$ cat src/gpg_pkg.sv
package gpg_pkg;

	// Palette select codes
	localparam logic [2:0] PAL_RAINBOW   = 3'd0;
	localparam logic [2:0] PAL_NEBULA    = 3'd1;
	localparam logic [2:0] PAL_FIRE      = 3'd2;
	localparam logic [2:0] PAL_BLUEGREEN = 3'd3;
	localparam logic [2:0] PAL_RGBW      = 3'd4;

	localparam int SEG_COUNT = 32;
	localparam int SEG_IDX_W = $clog2(SEG_COUNT);

	// Segment offset/length fit in 6 bits (longest segment has length last-first = 63, 64 entries)
	localparam int OFS_W   = 6;
	// c1*(n-i) + c2*i <= 255*63
	localparam int NUM_W   = 14;
	// floor(num / n) == (num * ceil(2^20 / n)) >> 20 for num < 2^14, n <= 63
	localparam int RCP_SH  = 20;
	localparam int RCP_W   = 16;
	localparam int PROD_W  = NUM_W + RCP_W;

	typedef logic [7:0] chan_t;

	typedef struct packed {
		chan_t r;
		chan_t g;
		chan_t b;
	} rgb_t;

	typedef struct packed {
		logic [2:0] pal;
		logic [7:0] first;
		logic [7:0] last;
		rgb_t       c1;
		rgb_t       c2;
	} seg_t;

	localparam seg_t SEG_TABLE [SEG_COUNT] = '{
		'{PAL_RAINBOW,   8'd0,   8'd35,  '{8'd255, 8'd0,   8'd255}, '{8'd0,   8'd0,   8'd255}},
		'{PAL_RAINBOW,   8'd36,  8'd71,  '{8'd0,   8'd0,   8'd255}, '{8'd0,   8'd255, 8'd255}},
		'{PAL_RAINBOW,   8'd72,  8'd107, '{8'd0,   8'd255, 8'd255}, '{8'd0,   8'd255, 8'd0}},
		'{PAL_RAINBOW,   8'd108, 8'd143, '{8'd0,   8'd255, 8'd0},   '{8'd255, 8'd255, 8'd0}},
		'{PAL_RAINBOW,   8'd144, 8'd179, '{8'd255, 8'd255, 8'd0},   '{8'd255, 8'd127, 8'd0}},
		'{PAL_RAINBOW,   8'd180, 8'd215, '{8'd255, 8'd127, 8'd0},   '{8'd255, 8'd0,   8'd0}},
		'{PAL_RAINBOW,   8'd216, 8'd255, '{8'd255, 8'd0,   8'd0},   '{8'd255, 8'd0,   8'd255}},

		'{PAL_NEBULA,    8'd0,   8'd31,  '{8'd1,   8'd1,   8'd1},   '{8'd0,   8'd0,   8'd127}},
		'{PAL_NEBULA,    8'd32,  8'd95,  '{8'd0,   8'd0,   8'd127}, '{8'd127, 8'd0,   8'd255}},
		'{PAL_NEBULA,    8'd96,  8'd159, '{8'd127, 8'd0,   8'd255}, '{8'd255, 8'd0,   8'd0}},
		'{PAL_NEBULA,    8'd160, 8'd191, '{8'd255, 8'd0,   8'd0},   '{8'd255, 8'd255, 8'd255}},
		'{PAL_NEBULA,    8'd192, 8'd255, '{8'd255, 8'd255, 8'd255}, '{8'd1,   8'd1,   8'd1}},

		'{PAL_FIRE,      8'd0,   8'd23,  '{8'd1,   8'd1,   8'd1},   '{8'd0,   8'd0,   8'd127}},
		'{PAL_FIRE,      8'd24,  8'd47,  '{8'd0,   8'd0,   8'd127}, '{8'd255, 8'd0,   8'd0}},
		'{PAL_FIRE,      8'd48,  8'd95,  '{8'd255, 8'd0,   8'd0},   '{8'd255, 8'd255, 8'd0}},
		'{PAL_FIRE,      8'd96,  8'd127, '{8'd255, 8'd255, 8'd0},   '{8'd255, 8'd255, 8'd255}},
		'{PAL_FIRE,      8'd128, 8'd159, '{8'd255, 8'd255, 8'd255}, '{8'd255, 8'd255, 8'd0}},
		'{PAL_FIRE,      8'd160, 8'd207, '{8'd255, 8'd255, 8'd0},   '{8'd255, 8'd0,   8'd0}},
		'{PAL_FIRE,      8'd208, 8'd231, '{8'd255, 8'd0,   8'd0},   '{8'd0,   8'd0,   8'd127}},
		'{PAL_FIRE,      8'd232, 8'd255, '{8'd0,   8'd0,   8'd127}, '{8'd1,   8'd1,   8'd1}},

		'{PAL_BLUEGREEN, 8'd0,   8'd23,  '{8'd1,   8'd1,   8'd1},   '{8'd0,   8'd0,   8'd127}},
		'{PAL_BLUEGREEN, 8'd24,  8'd47,  '{8'd0,   8'd0,   8'd127}, '{8'd0,   8'd127, 8'd255}},
		'{PAL_BLUEGREEN, 8'd48,  8'd95,  '{8'd0,   8'd127, 8'd255}, '{8'd0,   8'd255, 8'd0}},
		'{PAL_BLUEGREEN, 8'd96,  8'd127, '{8'd0,   8'd255, 8'd0},   '{8'd255, 8'd255, 8'd255}},
		'{PAL_BLUEGREEN, 8'd128, 8'd159, '{8'd255, 8'd255, 8'd255}, '{8'd0,   8'd255, 8'd0}},
		'{PAL_BLUEGREEN, 8'd160, 8'd207, '{8'd0,   8'd255, 8'd0},   '{8'd0,   8'd127, 8'd255}},
		'{PAL_BLUEGREEN, 8'd208, 8'd231, '{8'd0,   8'd127, 8'd255}, '{8'd0,   8'd0,   8'd127}},
		'{PAL_BLUEGREEN, 8'd232, 8'd255, '{8'd0,   8'd0,   8'd127}, '{8'd1,   8'd1,   8'd1}},

		'{PAL_RGBW,      8'd0,   8'd63,  '{8'd1,   8'd1,   8'd1},   '{8'd255, 8'd0,   8'd0}},
		'{PAL_RGBW,      8'd64,  8'd127, '{8'd1,   8'd1,   8'd1},   '{8'd0,   8'd255, 8'd0}},
		'{PAL_RGBW,      8'd128, 8'd191, '{8'd1,   8'd1,   8'd1},   '{8'd0,   8'd0,   8'd255}},
		'{PAL_RGBW,      8'd192, 8'd255, '{8'd1,   8'd1,   8'd1},   '{8'd255, 8'd255, 8'd255}}
	};

	// ceil(2^RCP_SH / n) for every segment length that occurs
	function automatic logic [RCP_W-1:0] recip_of(input logic [OFS_W-1:0] n);
		logic [RCP_W-1:0] m;
		case (n)
			6'd23:   m = 16'd45591;
			6'd31:   m = 16'd33826;
			6'd35:   m = 16'd29960;
			6'd39:   m = 16'd26887;
			6'd47:   m = 16'd22311;
			6'd63:   m = 16'd16645;
			default: m = '0;
		endcase
		return m;
	endfunction

endpackage

$ cat src/gradient_palette_generator.sv
// Pipeline: three registered stages from an input transfer to out_valid (segment
//   select, endpoint blend, reciprocal multiply).
// Throughput: one entry per cycle; the three stages advance together and the
//   whole pipe holds while the output register waits for out_ready.
// Reset: arst_n clears all stage valid bits and sets palette_q to rainbow.
module gradient_palette_generator (
	input  logic                 clk,
	input  logic                 arst_n,
	input  logic                 cfg_wr_en,
	input  logic [2:0]           cfg_wr_data,
	input  logic                 in_valid,
	output logic                 in_ready,
	input  logic [7:0]           entry_index,
	output logic                 out_valid,
	input  logic                 out_ready,
	output gpg_pkg::chan_t       red,
	output gpg_pkg::chan_t       green,
	output gpg_pkg::chan_t       blue
);
	import gpg_pkg::*;

	logic [2:0] palette_q;

	logic advance;

	// stage 1: segment found
	logic                 valid_s1;
	logic                 hit_s1;
	logic [OFS_W-1:0]     ofs_s1;
	logic [OFS_W-1:0]     rem_s1;
	logic [RCP_W-1:0]     rcp_s1;
	rgb_t                 c1_s1;
	rgb_t                 c2_s1;

	// stage 2: weighted sums
	logic                 valid_s2;
	logic [NUM_W-1:0]     num_s2 [3];
	logic [RCP_W-1:0]     rcp_s2;

	// stage 3: output register
	logic                 valid_s3;
	chan_t                res_s3 [3];

	// segment search
	logic                 hit;
	logic [SEG_IDX_W-1:0] sel;
	seg_t                 seg;
	logic [7:0]           len;
	logic [7:0]           ofs;

	// Configuration register
	always_ff @(posedge clk or negedge arst_n) begin
		if (!arst_n) begin
			palette_q <= PAL_RAINBOW;
		end else if (cfg_wr_en) begin
			palette_q <= cfg_wr_data;
		end
	end

	// Pipe moves as a whole when the output slot is free or being taken
	assign advance  = !valid_s3 || out_ready;
	assign in_ready = advance;

	// First matching segment wins; scan from the top so lower entries override
	always_comb begin
		hit = 1'b0;
		sel = '0;
		for (int k = SEG_COUNT - 1; k >= 0; k--) begin
			if (SEG_TABLE[k].pal == palette_q && entry_index >= SEG_TABLE[k].first &&
			    entry_index <= SEG_TABLE[k].last) begin
				hit = 1'b1;
				sel = SEG_IDX_W'(k);
			end
		end
		seg = SEG_TABLE[sel];
		len = seg.last - seg.first;
		ofs = entry_index - seg.first;
	end

	// Stage 1
	always_ff @(posedge clk or negedge arst_n) begin
		if (!arst_n) begin
			valid_s1 <= 1'b0;
		end else if (advance) begin
			valid_s1 <= in_valid;
		end
	end

	always_ff @(posedge clk) begin
		if (advance && in_valid) begin
			hit_s1 <= hit;
			ofs_s1 <= ofs[OFS_W-1:0];
			rem_s1 <= len[OFS_W-1:0] - ofs[OFS_W-1:0];
			rcp_s1 <= recip_of(len[OFS_W-1:0]);
			// unused palette: black endpoints make every channel zero
			c1_s1  <= hit ? seg.c1 : '0;
			c2_s1  <= hit ? seg.c2 : '0;
		end
	end

	// Stage 2: c1*(n-i) + c2*i per channel
	always_ff @(posedge clk or negedge arst_n) begin
		if (!arst_n) begin
			valid_s2 <= 1'b0;
		end else if (advance) begin
			valid_s2 <= valid_s1;
		end
	end

	always_ff @(posedge clk) begin
		if (advance && valid_s1) begin
			num_s2[0] <= NUM_W'(c1_s1.r) * NUM_W'(rem_s1) + NUM_W'(c2_s1.r) * NUM_W'(ofs_s1);
			num_s2[1] <= NUM_W'(c1_s1.g) * NUM_W'(rem_s1) + NUM_W'(c2_s1.g) * NUM_W'(ofs_s1);
			num_s2[2] <= NUM_W'(c1_s1.b) * NUM_W'(rem_s1) + NUM_W'(c2_s1.b) * NUM_W'(ofs_s1);
			rcp_s2    <= rcp_s1;
		end
	end

	// Stage 3: floor(num / n) by reciprocal multiply, exact over the numerator range
	always_ff @(posedge clk or negedge arst_n) begin
		if (!arst_n) begin
			valid_s3 <= 1'b0;
		end else if (advance) begin
			valid_s3 <= valid_s2;
		end
	end

	always_ff @(posedge clk) begin
		if (advance && valid_s2) begin
			for (int c = 0; c < 3; c++) begin
				res_s3[c] <= chan_t'((PROD_W'(num_s2[c]) * PROD_W'(rcp_s2)) >> RCP_SH);
			end
		end
	end

	assign out_valid = valid_s3;
	assign red       = res_s3[0];
	assign green     = res_s3[1];
	assign blue      = res_s3[2];

	// Stage 2 holding an item always hands it on to stage 3 when the pipe advances
	a_s2_to_s3: assert property (@(posedge clk) disable iff (!arst_n)
		valid_s2 && advance |=> valid_s3)
		else $error("stage 2 item lost on advance");

	// Missed palette lookups must produce black sums
	a_miss_black: assert property (@(posedge clk) disable iff (!arst_n)
		valid_s1 && !hit_s1 && advance |=>
			num_s2[0] == '0 && num_s2[1] == '0 && num_s2[2] == '0)
		else $error("unused palette produced nonzero color");

	// Weighted sum stays within the range the reciprocal is exact for
	a_num_range: assert property (@(posedge clk) disable iff (!arst_n)
		valid_s2 |-> num_s2[0] <= NUM_W'(16065) && num_s2[1] <= NUM_W'(16065) &&
			num_s2[2] <= NUM_W'(16065))
		else $error("blend numerator out of range");

endmodule

$ cat config.mk
export PLATFORM = sky130hd
export DESIGN_NAME = gradient_palette_generator
export DESIGN_NICKNAME = d
export VERILOG_FILES = /design/src/gpg_pkg.sv /design/src/gradient_palette_generator.sv
export SDC_FILE = /design/constraint.sdc
export NUM_CORES = 2
export LEC_CHECK = 0
export BUFFER_PORTS_ARGS = -buffer_cell sky130_fd_sc_hd__buf_2
export CAP_MARGIN = 20
export CORE_UTILIZATION = 59
export DETAILED_ROUTE_END_ITERATION = 6
export PLACE_DENSITY_LB_ADDON = 0.3
export SLEW_MARGIN = 40
export SYNTH_ARGS = -nofsm -noshare
export SYNTH_HDL_FRONTEND = slang
export SYNTH_SLANG_ARGS = --single-unit
$ cat constraint.sdc
create_clock -name clk -period 19.3 [get_ports clk]
set_clock_uncertainty 0.05 [all_clocks]
set_input_delay 1.93 -clock clk [delete_from_list [all_inputs] [get_ports clk]]
set_output_delay 1.93 -clock clk [all_outputs]
set_load 0.1 [all_outputs]
==> results.yml <==
cts:
  cts_resized: 0
  cts.sinks: 126
  clk_pin_slew_worst_paths_ns: 0.07
  worst_skew_pair.late_latency_ns: 0.48
  cts_setup_buffers: 0
  htree_levels: 4
  root_buffer: "clkbuf_16"
  clockBufferDepth: 2
  cts_inserted_buffers: 17
  ctsHoldBuffers: 0
  cts_tree: "yes"
sta:
  min_period_over_period: 0.3599
  final_max_slew_viol_count: 0
  fmax_ghz: 0.1440
  worst_pin_slew_ns: 0.8116
  grt_setup_unrepaired: "no"
  finalHoldViolations: 0
  tns_ns: 0
  fin_ws_ns: 12.35
  finalSetupViolations: 0
  relSlewSlack: 0.4590
  fin_crit_ns: 6.947
logic_synthesis:
  yosys.area_share.simple: 0.1318
  yosys-top-cells-area: "fa_1 37%, ha_1 18%, edfxtp_1 12%"
  ys_warn_count: 0
  synthDominantCellAreaShare: 0.3742
  synth_cell_types: 69
  ys_ff_latch: 126
  synth_compound_area_frac: 0.05270
  synth_fp_nets: 4242
  yosysTopAreaCell: "fa_1"
  synth_edf_count: 120
  syn_inst: 3205
  synthAdderAreaFrac: 0.5549
  avgSynthCellArea_um2: 9.615
  synth-main-ff-cell: "edfxtp_1"
  ys_seq_area_frac: 0.1218
  synth_mux_area_frac: 0.003492
  synth_xor_area_frac: 0.02635
  synth_top_family_by_area: "adder cells"
  synth-async-reset-ratio: 0.04762
  synth_area_um2: 30820
drt:
  vias: 21120
  first_iter_violations: 1386
  routed_via_density: 5.473
  ant_nets: 0
  dr.pass1.iters: 7
  wl_mm: 68.76
  route.detailed.drc: 0
  drt-wirelength-per-cell_um: 17.82
global_route:
  antenna_found_initial: 1
  grt_pass1_wl_mm: 115.5
  grt_pass1_vias: 23130
  grtUsageTotal: 0.2781
  grt_max_degree: 55
  overflow: 0
hold_path:
  hold_path_class: "reg2reg"
floorplanning:
  std_cell_rows: 83
  start_util: 0.5983
  core_area_um2: 51510
  die_x_um: 230.5
  pin_count: 42
  die_area_um2: 53150
  die_h_um: 230.5
critical_path:
  critPathMaxFanout: 28
  cp-start-kind: "register"
  cp.arrival_ns: 7.12
  required_ns: 19.48
  r2r_slack_ns: 12.35
  cp-end-kind: "register"
  criticalPathCategory: "reg2reg"
finish:
  final_area_um2: 32160
  antenna_cells: 0
  drive_gt1_frac: 0.03429
  syn2layout_area_growth_pct: 4.356
  num-fill-cells: 4224
  nets: 4203
  final_cells: 3859
place:
  dpl_cell_area_um2: 31560
  dpl.cell_count: 3827
  portBuffers: 41
  hpwl_mm: 55.57
  dp_slack_ns: 12.34
  place.gp.congestion: 0.9421
flow_run:
  maxCapViolCount: 0
outcome:
  status: "completed"
worst paths after layout:
| path | start | end | cells after the start |
|---|---|---|---|
| min in group asynchronous | arst_n | palette_q[1] | 1 |
| hold reg to reg | rcp_s1[12] | rcp_s2[12] | 0 |
| setup / recovery | rcp_s2[12] | res_s3[0][14] | 20 |
| max in group asynchronous | arst_n | valid_s1 | 1 |
| setup reg to reg | rcp_s2[12] | res_s3[0][14] | 20 |
| hold / removal | rcp_s1[12] | rcp_s2[12] | 0 |
kinds of logic after synthesis:
logic type / count (synthesis)
AND/OR/NAND/NOR: 813
flip-flops: 126
multiplexers: 9
adder cells (fa/ha/maj): 1021
AO/OA/AOI/OAI: 254
XOR/XNOR: 91
buffers and inverters: 891
synth_stat cells (4+ instances only):
master,number
a221oi_1,5
clkbuf_1,104
buf_2,5
nand2_1,332
mux2i_1,4
inv_1,772
ha_1,445
o21bai_1,15
mux2_2,4
nand3_1,15
xor2_1,9
a21o_1,20
xnor2_1,81
o221ai_1,5
or2_2,4
nand4_1,8
nor3_1,17
nor2b_1,11
a31oi_1,7
a211oi_1,7
nand2b_1,6
o21a_1,13
o21ai_1,5
a21oi_1,82
o21ai_0,48
buf_1,6
and2_1,331
dfrtp_1,6
fa_1,576
edfxtp_1,120
o22ai_1,8
o211ai_1,4
nor2_1,71
routing by layer:
layer  share of wire  vias to the layer above  track usage
met5               0                        -            0
met4           0.027                        0      0.09065
met3           0.050                      115      0.03508
met2            0.50                      608       0.4777
met1            0.42                    10700       0.3656
li1                -                     9699            -
flip-flops by register name, summed over array words and instances, names as in the netlist:
name and count:
c1_s1 9, c2_s1 9, num_s2 42, ofs_s1 6, out_valid 1, palette_q 3, rcp_s1 12, rcp_s2 12
rem_s1 6, res_s3 24, valid_s1 1, valid_s2 1
worst max-delay path, stage by stage, from the launching register on:
cell      delay, ns
edfxtp_1       0.65
buf_4          0.43
nand2_1        0.15
fa_1           0.53
inv_1          0.06
fa_1           0.53
inv_1          0.06
fa_1           0.50
inv_1          0.05
fa_1           0.46
fa_1           0.52
fa_1           0.52
ha_1           0.36
a221o_1        0.33
a31oi_1        0.19
o31ai_1        0.11
a21oi_1        0.35
o21a_1         0.29
o21ai_0        0.18
o21ai_0        0.24
a22oi_1        0.10
final cells by class:
cell class	count	area [um2]	share of cell area
tap	680	850.8	0.02646
clock buffer	17	425.4	0.01323
multi-input combinational	2188	23710	0.7372
timing repair buffer	59	340.3	0.01058
sequential	126	3754	0.1167
clock inverter	15	176.4	0.005486
inverter	774	2905	0.09034
layout by cell type (no fill, tap or decap), drive strengths merged, types with 8 or more instances in the layout:
cell / instances
o21ai: 53
o21bai: 15
nor2: 71
o21a: 13
nand2: 332
nor2b: 11
xnor2: 81
nand4: 8
xor2: 9
a21o: 20
inv: 781
and2: 334
edfxtp: 120
o22ai: 8
ha: 445
a21oi: 82
fa: 576
nand3: 15
nor3: 17
clkbuf: 17
buf: 59
metrics by stage:
step | hold slack (ns) | util
after floorplan | 0.3503 | -
after detailed placement | 0.3545 | 0.6127
after CTS | 0.3700 | 0.6243
after global routing | 0.3737 | 0.6243
after global placement | 0.3521 | 0.6126
final | 0.3695 | 0.6243
Power is left out: the tool's default activity adds up to more than one toggle a clock period on the data nets, which glitch-free logic cannot reach.
